==> src/rtl/pmes_pkg.sv <==
// ----------------------------------------------------------------------------
// pmes_pkg
// Shared types and constants for the multichannel PWM event scheduler.
// ----------------------------------------------------------------------------
package pmes_pkg;

  localparam int unsigned TICK_CLOCK = 80000000;
  localparam int unsigned MIN_LOAD   = 500;
  localparam int unsigned MAX_LOAD   = 8000000;
  localparam int unsigned FREQ_LOW   = 10;
  localparam int unsigned FREQ_HIGH  = 10000;
  localparam int unsigned DUTY_FULL  = 10000;

  localparam int TICK_W  = 23;  // phase lengths, reload
  localparam int CNT_W   = 24;  // signed countdown
  localparam int DIVD_W  = 37;  // dividend: period * duty + rounding
  localparam int DIVS_W  = 16;  // divisor: frequency
  localparam int DSTEP_W = 6;   // divider step counter

  // divide by DUTY_FULL as a shift by 4, then a reciprocal multiply for 625;
  // ceil(2^43 / 625) is exact for quotients of dividends below 2^33
  localparam int QSH_W  = DIVD_W - 4;
  localparam int RCP_W  = 17;              // reciprocal slice, two per multiply
  localparam int PART_W = QSH_W + RCP_W;
  localparam int RSUM_W = PART_W + RCP_W;
  localparam int RSHIFT = 43;
  localparam logic [2*RCP_W-1:0] RECIP_625 = 34'd14073748836;

  typedef struct packed {
    logic        kind;
    logic [2:0]  channel;
    logic [15:0] freq_hz;
    logic [13:0] duty_centi;
  } pmes_in_t;

  typedef struct packed {
    logic              accepted;
    logic [7:0]        set_mask;
    logic [7:0]        clear_mask;
    logic [7:0]        level_mask;
    logic [TICK_W-1:0] reload_ticks;
    logic              reload_changed;
    logic              timer_running;
  } pmes_out_t;

  // token walking down the cell row on a timer tick
  typedef struct packed {
    logic              valid;
    logic [TICK_W-1:0] run_min;
  } pmes_tok_t;

  // channel write command, broadcast to all cells
  typedef struct packed {
    logic              wr;
    logic [TICK_W-1:0] high;
    logic [TICK_W-1:0] low;
  } pmes_cmd_t;

  // per-cell status back to the controller
  typedef struct packed {
    logic same;
    logic level;
    logic set_ev;
    logic clr_ev;
  } pmes_cst_t;

endpackage

==> src/rtl/pmes_div.sv <==
// ----------------------------------------------------------------------------
// pmes_div
// Restoring divider, one quotient bit per cycle.
// ----------------------------------------------------------------------------
module pmes_div import pmes_pkg::*; (
  input  logic              clk,
  input  logic              rst,
  input  logic              start,
  input  logic [DIVD_W-1:0] dividend,
  input  logic [DIVS_W-1:0] divisor,
  output logic              done,
  output logic [DIVD_W-1:0] quotient
);

  logic              busy;
  logic [DSTEP_W-1:0] step;
  logic [DIVD_W-1:0] dq;
  logic [DIVS_W-1:0] rem;
  logic [DIVS_W-1:0] dvs;
  logic [DIVS_W:0]   trial;
  logic [DIVS_W:0]   diff;
  logic              ge;

  assign trial    = {rem, dq[DIVD_W-1]};
  assign ge       = trial >= {1'b0, dvs};
  assign diff     = trial - {1'b0, dvs};
  assign quotient = dq;

  always_ff @(posedge clk) begin
    if (rst) begin
      busy <= 1'b0;
      done <= 1'b0;
      step <= '0;
    end else begin
      done <= 1'b0;
      if (start) begin
        busy <= 1'b1;
        step <= '0;
        dq   <= dividend;
        rem  <= '0;
        dvs  <= divisor;
      end else if (busy) begin
        rem  <= ge ? diff[DIVS_W-1:0] : trial[DIVS_W-1:0];
        dq   <= {dq[DIVD_W-2:0], ge};
        step <= step + 1'b1;
        if (step == DSTEP_W'(DIVD_W - 1)) begin
          busy <= 1'b0;
          done <= 1'b1;
        end
      end
    end
  end

endmodule

==> src/rtl/pmes_cell.sv <==
// ----------------------------------------------------------------------------
// pmes_cell
// One PWM channel: phase lengths, level, countdown; takes writes, updates when
// the tick token passes and hands the running minimum to the next cell.
// ----------------------------------------------------------------------------
module pmes_cell import pmes_pkg::*; (
  input  logic              clk,
  input  logic              rst,
  input  logic              sel,
  input  pmes_cmd_t         cmd,
  input  logic [TICK_W-1:0] prev,
  input  pmes_tok_t         tok_in,
  output pmes_tok_t         tok_out,
  output pmes_cst_t         st
);

  logic [TICK_W-1:0]       high;
  logic [TICK_W-1:0]       low;
  logic                    level;
  logic signed [CNT_W-1:0] cnt;
  logic                    set_ev;
  logic                    clr_ev;

  logic                    active;
  logic                    take;
  logic                    hit;
  logic                    same;
  logic signed [CNT_W-1:0] diff;
  logic signed [CNT_W-1:0] cnt_next;
  logic [TICK_W-1:0]       min_next;

  assign active = (high != '0) && (low != '0);
  assign take   = tok_in.valid && active;
  assign diff   = cnt - $signed({1'b0, prev});
  assign hit    = diff <= $signed(CNT_W'(MIN_LOAD));
  assign same   = (high == cmd.high) && (low == cmd.low);

  always_comb begin
    if (hit) begin
      cnt_next = level ? $signed({1'b0, low}) : $signed({1'b0, high});
    end else begin
      cnt_next = diff;
    end
    // an active count is always positive once updated
    if (take && (cnt_next[TICK_W-1:0] < tok_in.run_min)) begin
      min_next = cnt_next[TICK_W-1:0];
    end else begin
      min_next = tok_in.run_min;
    end
  end

  always_ff @(posedge clk) begin
    if (rst) begin
      high    <= '0;
      low     <= '0;
      level   <= 1'b0;
      cnt     <= '0;
      set_ev  <= 1'b0;
      clr_ev  <= 1'b0;
      tok_out <= '0;
    end else begin
      tok_out.valid   <= tok_in.valid;
      tok_out.run_min <= min_next;
      set_ev          <= take && hit && !level;
      clr_ev          <= take && hit && level;
      if (cmd.wr && sel && !same) begin
        high  <= cmd.high;
        low   <= cmd.low;
        level <= 1'b0;
        cnt   <= $signed({1'b0, cmd.low});
      end else if (take) begin
        cnt <= cnt_next;
        if (hit) begin
          level <= !level;
        end
      end
    end
  end

  assign st.same   = same;
  assign st.level  = level;
  assign st.set_ev = set_ev;
  assign st.clr_ev = clr_ev;

endmodule

==> src/rtl/multichannel_pwm_event_scheduler.sv <==
// ----------------------------------------------------------------------------
// multichannel_pwm_event_scheduler
// PWM channels sharing one down-counting base timer; set items program a
// channel, tick items advance all channels and pick the next reload.
// ----------------------------------------------------------------------------
// Tick beat: the token walks the cell row one channel per cycle and its running
//   minimum becomes the reload; the next beat is taken once back in idle.
// Set beat: the bit-serial period divide, then the duty product and a two-slice
//   reciprocal multiply for the high time, a clamp and the cell write.
// Rejected or ignored beats go straight to push. One beat in flight at a time; a
//   waiting result holds the next one in push. Reset: channels off, timer stopped.
module multichannel_pwm_event_scheduler import pmes_pkg::*; #(
  parameter int CHANNELS = 8
) (
  input  logic      clk,
  input  logic      rst,
  input  logic      item_valid,
  output logic      item_stall,
  input  pmes_in_t  item,
  output logic      result_valid,
  input  logic      result_stall,
  output pmes_out_t result
);

  localparam logic [3:0] S_IDLE   = 4'd0;
  localparam logic [3:0] S_DIV1   = 4'd1;
  localparam logic [3:0] S_MUL    = 4'd2;
  localparam logic [3:0] S_REC_LO = 4'd3;
  localparam logic [3:0] S_REC_HI = 4'd4;
  localparam logic [3:0] S_CLAMP  = 4'd5;
  localparam logic [3:0] S_WRITE  = 4'd6;
  localparam logic [3:0] S_TICK   = 4'd7;
  localparam logic [3:0] S_PUSH   = 4'd8;

  logic [3:0]          state;
  logic [2:0]          chan_reg;
  logic [13:0]         duty_reg;
  logic [TICK_W-1:0]   period;
  logic [DIVD_W-1:0]   prod;
  logic [PART_W-1:0]   racc;
  logic [CNT_W-1:0]    hq;
  logic [TICK_W-1:0]   th;
  logic [TICK_W-1:0]   tl;
  logic [TICK_W-1:0]   reload;
  logic                running;
  logic [CHANNELS-1:0] set_acc;
  logic [CHANNELS-1:0] clr_acc;
  pmes_tok_t           launch;
  logic                res_acc;
  logic [7:0]          res_set;
  logic [7:0]          res_clr;
  logic                res_changed;

  logic                accept;
  logic                set_ok;
  logic                div_start;
  logic [DIVD_W-1:0]   div_dividend;
  logic [DIVS_W-1:0]   div_divisor;
  logic                div_done;
  logic [DIVD_W-1:0]   div_quot;
  logic [QSH_W-1:0]    x16;
  logic [RCP_W-1:0]    rcp_coef;
  logic [PART_W-1:0]   part;
  logic [RSUM_W-1:0]   rsum;
  logic [CNT_W-1:0]    h_raw;
  logic [CNT_W-1:0]    h_hi;
  logic [CNT_W-1:0]    h_clamp;
  logic [TICK_W-1:0]   th_next;
  logic                same_sel;
  pmes_cmd_t           cmd;

  pmes_tok_t           tok_chain [CHANNELS+1];
  pmes_cst_t           st [CHANNELS];
  logic [CHANNELS-1:0] sel_vec;
  logic [CHANNELS-1:0] same_vec;
  logic [CHANNELS-1:0] level_vec;
  logic [CHANNELS-1:0] set_ev_vec;
  logic [CHANNELS-1:0] clr_ev_vec;
  logic [CHANNELS-1:0] cur_set;
  logic [CHANNELS-1:0] cur_clr;
  logic [7:0]          set8;
  logic [7:0]          clr8;
  logic [7:0]          lvl8;

  assign item_stall = (state != S_IDLE);
  assign accept     = item_valid && !item_stall;
  assign set_ok     = item.kind
                   && (32'(item.freq_hz) >= FREQ_LOW)
                   && (32'(item.freq_hz) <= FREQ_HIGH)
                   && (32'(item.channel) < CHANNELS);

  // divider computes the rounded period
  assign div_start    = accept && set_ok;
  assign div_dividend = DIVD_W'(TICK_CLOCK) + DIVD_W'(item.freq_hz >> 1);
  assign div_divisor  = item.freq_hz;

  pmes_div u_div (
    .clk      (clk),
    .rst      (rst),
    .start    (div_start),
    .dividend (div_dividend),
    .divisor  (div_divisor),
    .done     (div_done),
    .quotient (div_quot)
  );

  // high time: one multiplier, low reciprocal slice first, then the high one
  assign x16      = prod[DIVD_W-1:4];
  assign rcp_coef = (state == S_REC_HI) ? RECIP_625[2*RCP_W-1:RCP_W]
                                        : RECIP_625[RCP_W-1:0];
  assign part     = PART_W'(x16) * PART_W'(rcp_coef);
  assign rsum     = RSUM_W'(racc) + {part, {RCP_W{1'b0}}};

  // clamp high time to [500, period - 500]
  assign h_raw = hq;
  assign h_hi  = {1'b0, period} - CNT_W'(MIN_LOAD);

  always_comb begin
    if (h_raw < CNT_W'(MIN_LOAD)) begin
      h_clamp = CNT_W'(MIN_LOAD);
    end else if (h_raw > h_hi) begin
      h_clamp = h_hi;
    end else begin
      h_clamp = h_raw;
    end
  end

  assign th_next = h_clamp[TICK_W-1:0];

  assign cmd.wr   = (state == S_WRITE);
  assign cmd.high = th;
  assign cmd.low  = tl;

  assign tok_chain[0] = launch;

  genvar i;
  generate
    for (i = 0; i < CHANNELS; i++) begin : g_cell
      assign sel_vec[i]    = (32'(chan_reg) == i);
      assign same_vec[i]   = st[i].same;
      assign level_vec[i]  = st[i].level;
      assign set_ev_vec[i] = st[i].set_ev;
      assign clr_ev_vec[i] = st[i].clr_ev;

      pmes_cell u_cell (
        .clk     (clk),
        .rst     (rst),
        .sel     (sel_vec[i]),
        .cmd     (cmd),
        .prev    (reload),
        .tok_in  (tok_chain[i]),
        .tok_out (tok_chain[i+1]),
        .st      (st[i])
      );
    end
  endgenerate

  assign same_sel = |(sel_vec & same_vec);

  always_comb begin
    if (state == S_WRITE) begin
      cur_set = '0;
      cur_clr = sel_vec & ~same_vec;
    end else begin
      cur_set = set_acc | set_ev_vec;
      cur_clr = clr_acc | clr_ev_vec;
    end
  end

  // reported masks cover the low eight channels
  genvar k;
  generate
    for (k = 0; k < 8; k++) begin : g_mask
      if (k < CHANNELS) begin : g_on
        assign set8[k] = cur_set[k];
        assign clr8[k] = cur_clr[k];
        assign lvl8[k] = level_vec[k];
      end else begin : g_off
        assign set8[k] = 1'b0;
        assign clr8[k] = 1'b0;
        assign lvl8[k] = 1'b0;
      end
    end
  endgenerate

  always_ff @(posedge clk) begin
    if (rst) begin
      state        <= S_IDLE;
      reload       <= '0;
      running      <= 1'b0;
      launch       <= '0;
      set_acc      <= '0;
      clr_acc      <= '0;
      result_valid <= 1'b0;
    end else begin
      if ((state == S_PUSH) && (!result_valid || !result_stall)) begin
        result_valid <= 1'b1;
      end else if (result_valid && !result_stall) begin
        result_valid <= 1'b0;
      end

      unique case (state)
        S_IDLE: begin
          if (accept) begin
            chan_reg    <= item.channel;
            duty_reg    <= item.duty_centi;
            set_acc     <= '0;
            clr_acc     <= '0;
            res_acc     <= 1'b0;
            res_set     <= '0;
            res_clr     <= '0;
            res_changed <= 1'b0;
            if (set_ok) begin
              state <= S_DIV1;
            end else if (!item.kind && running) begin
              launch.valid   <= 1'b1;
              launch.run_min <= TICK_W'(MAX_LOAD);
              state          <= S_TICK;
            end else begin
              state <= S_PUSH;
            end
          end
        end
        S_DIV1: begin
          if (div_done) begin
            period <= div_quot[TICK_W-1:0];
            state  <= S_MUL;
          end
        end
        S_MUL: begin
          prod  <= DIVD_W'(period) * DIVD_W'(duty_reg) + DIVD_W'(DUTY_FULL / 2);
          state <= S_REC_LO;
        end
        S_REC_LO: begin
          racc  <= part;
          state <= S_REC_HI;
        end
        S_REC_HI: begin
          hq    <= rsum[RSHIFT+CNT_W-1:RSHIFT];
          state <= S_CLAMP;
        end
        S_CLAMP: begin
          th    <= th_next;
          tl    <= period - th_next;
          state <= S_WRITE;
        end
        S_WRITE: begin
          // cells take the write this cycle unless the setting is unchanged
          res_acc     <= 1'b1;
          res_set     <= set8;
          res_clr     <= clr8;
          res_changed <= !same_sel && !running;
          if (!same_sel && !running) begin
            running <= 1'b1;
            reload  <= TICK_W'(MIN_LOAD);
          end
          state <= S_PUSH;
        end
        S_TICK: begin
          launch.valid <= 1'b0;
          set_acc      <= cur_set;
          clr_acc      <= cur_clr;
          if (tok_chain[CHANNELS].valid) begin
            res_acc     <= 1'b1;
            res_set     <= set8;
            res_clr     <= clr8;
            res_changed <= (tok_chain[CHANNELS].run_min != reload);
            reload      <= tok_chain[CHANNELS].run_min;
            state       <= S_PUSH;
          end
        end
        S_PUSH: begin
          if (!result_valid || !result_stall) begin
            state <= S_IDLE;
          end
        end
        default: begin
          state <= S_IDLE;
        end
      endcase
    end
  end

  // result payload, loaded when the beat leaves the push state
  always_ff @(posedge clk) begin
    if ((state == S_PUSH) && (!result_valid || !result_stall)) begin
      result.accepted       <= res_acc;
      result.set_mask       <= res_set;
      result.clear_mask     <= res_clr;
      result.level_mask     <= lvl8;
      result.reload_ticks   <= reload;
      result.reload_changed <= res_changed;
      result.timer_running  <= running;
    end
  end

endmodule

==> config.mk <==
export PLATFORM = sky130hd
export DESIGN_NAME = multichannel_pwm_event_scheduler
export DESIGN_NICKNAME = d
export VERILOG_FILES = /design/src/rtl/pmes_pkg.sv /design/src/rtl/pmes_div.sv /design/src/rtl/pmes_cell.sv /design/src/rtl/multichannel_pwm_event_scheduler.sv
export SDC_FILE = /design/constraint.sdc
export NUM_CORES = 2
export LEC_CHECK = 0
export BUFFER_PORTS_ARGS = -buffer_cell sky130_fd_sc_hd__buf_2
export CAP_MARGIN = 5
export CELL_PAD_IN_SITES_DETAIL_PLACEMENT = 0
export CELL_PAD_IN_SITES_GLOBAL_PLACEMENT = 1
export CORE_MARGIN = 2
export CORE_UTILIZATION = 46
export DETAILED_ROUTE_END_ITERATION = 8
export PLACE_DENSITY_LB_ADDON = 0.2
export SYNTH_ARGS = -nofsm -noshare
export SYNTH_HDL_FRONTEND = slang
export SYNTH_SLANG_ARGS = --single-unit
==> constraint.sdc <==
create_clock -name clk -period 8.72 [get_ports clk]
set_input_delay 0.436 -clock clk [delete_from_list [all_inputs] [get_ports clk]]
set_output_delay 0.436 -clock clk [all_outputs]
set_load 0.01 [all_outputs]
# [Word-level counts from Yosys, hierarchy flattened]
# Index checks and enable logic that the tools add are counted.
[word_totals] ff_bits=1165 latchBits=0 ram_bits=0 romBits=0 input_bits=38 out_inout_bits=52 word_cells=444 mem_count=0
[op_classes] n_addsub=15 n_mul=2 div=0 magnitude_cmp=21 n_eq_ne=40 shifts=0 n_mux=81 bitwise=9 reduce_logical=170
[ops] cell="2-to-1 mux 23 bit" n=36
[ops] cell="equality test 23 bit" n=16
[ops] cell="nonzero test 23 bit" n=16
[ops] cell="2-to-1 mux 24 bit" n=11
[ops] cell="<= comparator 24 x 10 -> 1 bit, second input constant" n=8
[ops] cell="subtractor 24 bit" n=8
[ops] cell="less-than comparator 23 bit" n=8
[ops] cell="logical AND 1 bit" n=80
[ops] cell="2-to-1 mux 37 bit" n=2
[ops] cell="adder 50 x 67 -> 67 bit" n=1
[ops] cell="multiplier 33 x 17 -> 50 bit" n=1
[ops] cell="case mux 8 bit (3 select lines)" n=2
[ops] cell="case mux 23 bit (2 select lines)" n=1
[ops] cell="2-to-1 mux 8 bit" n=5
[ops] cell="adder 37 x 13 -> 37 bit, second input constant" n=1
[ops] cell="multiplier 23 x 14 -> 37 bit" n=1
[ops] cell="case mux 4 bit (9 select lines)" n=1
[ops] cell="2-to-1 mux 16 bit" n=2
[ops] cell="case mux 8 bit (2 select lines)" n=2
[ops] cell="AND reduction 2 bit" n=16
[ops] cell="adder 27 x 15 -> 28 bit, first input constant" n=1
[ops] cell="> comparator 24 bit" n=1
[ops] cell="less-than comparator 24 x 9 -> 1 bit, second input constant" n=1
[ops] cell="2-to-1 mux 4 bit" n=6
[ops] cell="38 further kinds" n=111

# [Logic depth before layout (Yosys ltp)]
[logic_depth] ltp_word=8 depth_mapped=42 ltp_nobuf=39

# [Modules after synthesis]
# From an unflattened synthesis, not the netlist that was laid out.
[hier_totals] hier_cells=11444 area_unflattened_um2=101631.2
[modules_own_cells] module="pmes_cell at g_cell[0].u_cell ..." instances=7 cells_per_inst=912 area_per_inst_um2=7531.0 seq_area_each_um2=1941.9
[modules_own_cells] module="multichannel_pwm_event_scheduler" instances=1 cells_per_inst=3838 area_per_inst_um2=37453.4 seq_area_each_um2=8237.9
[modules_own_cells] module="pmes_cell at g_cell[7].u_cell" instances=1 cells_per_inst=909 area_per_inst_um2=7489.7 seq_area_each_um2=1941.9
[modules_own_cells] module="pmes_div" instances=1 cells_per_inst=313 area_per_inst_um2=3971.3 seq_area_each_um2=2232.1

# [Least setup slack after synthesis]
# OpenSTA, ideal clock, no wires.
[synth_timing] kind="register -> register" startpoint="register state[3]" endpoint="register hq[23] (netlist: h_raw[23]) (data pin)" setup_ps=262 arrival_time_ps=9058 required_time_ps=8458 slack_ps=-600 stages_incl_launch_ff=41 path_buffers=3 synth_period_minus_slack_ps=9320 cell_sequence="dfxtp_1 -> clkbuf_1 -> nor4b_1 -> clkbuf_1 -> clkbuf_1 -> nand2_1 -> inv_1 -> ha_1 -> inv_1 -> fa_1 -> inv_1 -> fa_1 -> fa_1 -> fa_1 -> inv_1 -> fa_1 -> inv_1 -> ha_1 -> [5 not listed] -> a21o_1 -> a21oi_1 -> xnor2_1 -> ha_1 -> nand2_1 -> o21ai_0 -> o21bai_1 -> and3_1 -> o31ai_1 -> a21oi_1 -> o21ai_0 -> nor4b_2 -> nand4_1 -> nor3b_1 -> and3_1 -> and3_1 -> nand3_1 -> xnor2_1"
[synth_between] elab_chain_len=4
[synth_rtl] item="start, declared" line="multichannel_pwm_event_scheduler.sv:35" rtl="logic [3:0] state;"
[synth_rtl] item="start signal, assigned" line="multichannel_pwm_event_scheduler.sv:188" rtl="state <= S_IDLE;"
[synth_rtl] item="start signal, assigned" line="multichannel_pwm_event_scheduler.sv:214" rtl="state <= S_DIV1;"
[synth_rtl] item="start signal, assigned" line="multichannel_pwm_event_scheduler.sv:218" rtl="state <= S_TICK;"
[synth_rtl] item="equality test 4 x 3 -> 1 bit" line="multichannel_pwm_event_scheduler.sv:109" rtl="assign rcp_coef = (state == S_REC_HI) ? RECIP_625[2*RCP_W-1:RCP_W]"
[synth_rtl] item="2-to-1 mux 17 bit" line="multichannel_pwm_event_scheduler.sv:109"
[synth_rtl] item="multiplier 33 x 17 -> 50 bit" line="multichannel_pwm_event_scheduler.sv:111" rtl="assign part = PART_W'(x16) * PART_W'(rcp_coef);"
[synth_rtl] item="net part[27]" line="multichannel_pwm_event_scheduler.sv:63" rtl="logic [PART_W-1:0] part;"
[synth_rtl] item="adder 50 x 67 -> 67 bit" line="multichannel_pwm_event_scheduler.sv:112" rtl="assign rsum = RSUM_W'(racc) + {part, {RCP_W{1'b0}}};"
[synth_rtl] item="net rsum[66]" line="multichannel_pwm_event_scheduler.sv:64" rtl="logic [RSUM_W-1:0] rsum;"
[synth_rtl] item="end signal, assigned" line="multichannel_pwm_event_scheduler.sv:239" rtl="hq <= rsum[RSHIFT+CNT_W-1:RSHIFT];"
[synth_rtl] item="end, declared" line="multichannel_pwm_event_scheduler.sv:41" rtl="logic [CNT_W-1:0] hq;"
# The timed path passes the listed nets, and every way through them passes these cells.
# A chain may end at the register's enable or synchronous reset.

# [Worst setup path after layout]
[layout_timing] startpoint="register state[1]" endpoint="register hq[23] (netlist: h_raw[23]) (data pin)"
# The elaborated chain is that of the path after synthesis.

==> results.toml <==
[timing]
rsz0062_at_grt = "yes"
timing_worst_slew_pin_value_ns = 1.218
finalHoldViolCount = 0
slew-limit-headroom_pct = 18.73
final_period_minus_worst_setup_slack_ns = 8.638
timing_max_transition_violations_final = 0
max_clock_freq_mhz = 115.8
final.period_utilization_pct = 99.06
report.final.setup_viol = 0
hold_slack_ns = 0.06943
setup_total_negative_slack_ns = 0
clock_skew_ns = 0.04756

[floorplanning]
die_width_um = 452.0
fp.dieH_um = 452.0
floorplan.core_area_sq_um = 199700
top_level_ports = 90
die-area_sq_um = 204300
floorplan.rows = 164
initial_cell_density_of_the_core_pct = 46.25

[logic_synthesis]
synth_top_area_share_pct = 18.02
synth-main-ff-cell = "sky130_fd_sc_hd__dfxtp_1"
postSynthCellCount = 10310
count_of_different_cell_masters_after_synthesis = 95
synth.yosys.seq_area_share_pct = 28.16
ys_ff_latch = 1143
avgSynthCellArea_sq_um = 8.960
synth_edf_count = 312
netlist.top_cell.by_area = "sky130_fd_sc_hd__dfxtp_1"
synth.cell_area_sq_um = 92340
yosysWarnings = 0
yosys-top-cells-area = "sky130_fd_sc_hd__dfxtp_1 18%, sky130_fd_sc_hd__fa_1 12%, sky130_fd_sc_hd__ha_1 11%"
async_reset_ff_share_pct = 0

[cts]
clk_root_buffer_cell = "sky130_fd_sc_hd__clkbuf_16"
htreeDepth = 4
cts_buffer_depth = 3
cts_tree = "built"
cts.reportedPaths.clkPinSlew_ns = 0.06
tritoncts_sinks = 1143
worst_skew_pair_later_pin_latency_ns = 0.85
tritoncts.num_buffers = 139

[run_status]
status = "finished, final reports clean"

[worst_setup_path]
required_ns = 9.27
max_stage_delay_ns = 0.54
timing_worst_setup_path_type = "flip-flop to flip-flop"
start_kind = "flip-flop"
critPathCaptureType = "flip-flop"
cp_slowest_cell = "sky130_fd_sc_hd__fa_1"
crit_path_max_fanout = 6
cp_data_arrival_time_ns = 9.19
crit_path_frequent_cell = "sky130_fd_sc_hd__fa_1"

[job]
cap_violations = 0

[placement]
dpl_cell_area_sq_um = 97550
port_buffers = 89
globalplace.congestion = 0.9896
place_hpwl_um = 251000

[global_route]
global_route_usage_sum_pct = 32.32
antenna_found_initial = 22
grt_remaining_overflow = 0
via_count_of_the_first_global_routing_pass = 75110
first_pass_grt_wire_length_um = 492400
grt_max_degree = 189

[route]
detail_route.vias_per_cell = 5.766
wl_per_cell_um = 25.53
remaining_drc_errors = 0
antenna_left = 0
detail_route.first_pass.iterations = 8
wirelength_um = 338300
dr_total_vias = 76420
drt_iter0_drc = 7407

[hold_path]
hold_path_class = "primary input to flip-flop"

[power_and_ir_drop]
vdd.ir_drop.worst_uv = 599.2
power.leakage_nw = 44.97
p_total_mw = 14.63
pwr_density_cell_nw_per_um2 = 140.8

[final_layout]
drive_gt1_share_pct = 10.43
layout.core_utilization_pct = 52.06
final_net_count = 11880
reg.largest.list = "g_cell.u_cell.cnt (192), g_cell.u_cell.tok_out (192)"
final_design_area_no_fill_sq_um = 103900
flow.area_growth_from_synthesis_pct = 12.56
cell usage after synthesis, drive strengths merged, types with 312 or more instances:
cell and number:
a21oi 580, fa 556, clkbuf 458, xnor2 359, xor2 352, edfxtp 312, mux2i 671, ha 820
inv 1085, nand2 1004, dfxtp 831, o21ai 342, nor2 811
path summary, 6_finish.rpt:
check	endpoint	depth (start not counted)	slack (ns)	from
max	h_raw[23]	38	0.08	state[1]
min	g_cell[1].u_cell.tok_out[15]	2	0.07	rst
max reg2reg	h_raw[23]	38	0.08	state[1]
min reg2reg	result[43]	0	0.42	res_set[2]
placed cells by master (no fill, tap or decap), drive strengths merged, types with 359 or more instances in the layout:
| cell type | count |
|---|---|
| fa | 556 |
| inv | 1093 |
| ha | 820 |
| nor2 | 811 |
| nand2 | 1004 |
| mux2i | 671 |
| xnor2 | 359 |
| buf | 531 |
| a21oi | 580 |
| dfxtp | 831 |
worst max-delay path: cells and delay by family, from the launching register on:
kind | cells | cell delay, ns
flops | 1 | 0.34
xor+xnor | 2 | 0.48
buf+inv | 7 | 1.02
simple gates | 13 | 2.26
fa+ha+maj | 8 | 3.37
compound gates | 8 | 0.88
routing by layer:
| metal | global-route usage, % | vias to the layer above | routed length, um |
|---|---|---|---|
| li1 | - | 35340 | - |
| met1 | 42.38 | 37340 | 140500 |
| met2 | 51.14 | 2949 | 152400 |
| met3 | 4.466 | 787 | 23170 |
| met4 | 18.48 | 8 | 22140 |
| met5 | 0 | - | 61 |
through the flow:
stage / cells / setup slack [ns]
global placement: 12920 / -0.1166
global route: 13240 / -0.2607
finish: 13250 / 0.08200
detailed placement: 12920 / -0.2481
CTS: 13220 / 0.003907
floorplan: 10310 / 0.001316
area by class of cell:
| cell class | instances | area (sq um) |
|---|---|---|
| Antenna cell | 14 | 35.03 |
| Timing Repair Buffer | 565 | 4398 |
| Tap cell | 2656 | 3323 |
| Fill cell | 18570 | 95720 |
| Multi-Input combinational cell | 7532 | 61170 |
| Sequential cell | 1143 | 26010 |
| Inverter | 1087 | 4086 |
| Clock inverter | 87 | 1217 |
| Clock buffer | 169 | 3692 |
power by group:
| part | leakage, nW | switching, mW | internal, mW | total, mW |
|---|---|---|---|---|
| Sequential | 9.54 | 0.0219 | 5.58 | 5.60 |
| Clock | 2.37 | 2.60 | 3.69 | 6.29 |
| Combinational | 33.1 | 1.74 | 0.998 | 2.74 |
logic make-up (layout without fill, tap and decap cells):
logic type | after synthesis | in the layout | synth area share [%]
AOI/OAI and AO/OA | 1630 | 1631 | 11.10
xor gates and xnor gates | 711 | 711 | 6.744
adders and majority gates | 1376 | 1376 | 23.17
buffers and inverters | 1633 | 1908 | 6.707
DFF | 1143 | 1143 | 28.16
muxes | 781 | 781 | 8.640
other | 2 | 17 | 0.008133
and+or+nand+nor | 3030 | 3030 | 15.47
what timing repair did:
item                                   in CTS  in global routing
hold buffers                               33                  0
pin swaps                                   5                 96
buffers inserted                            3                 21
endpoints found under the hold margin      42                  0
setup endpoints to repair                   8                 19
gates cloned                                0                  3
resized for setup                           9                170
(Power assumes the default switching activity.)
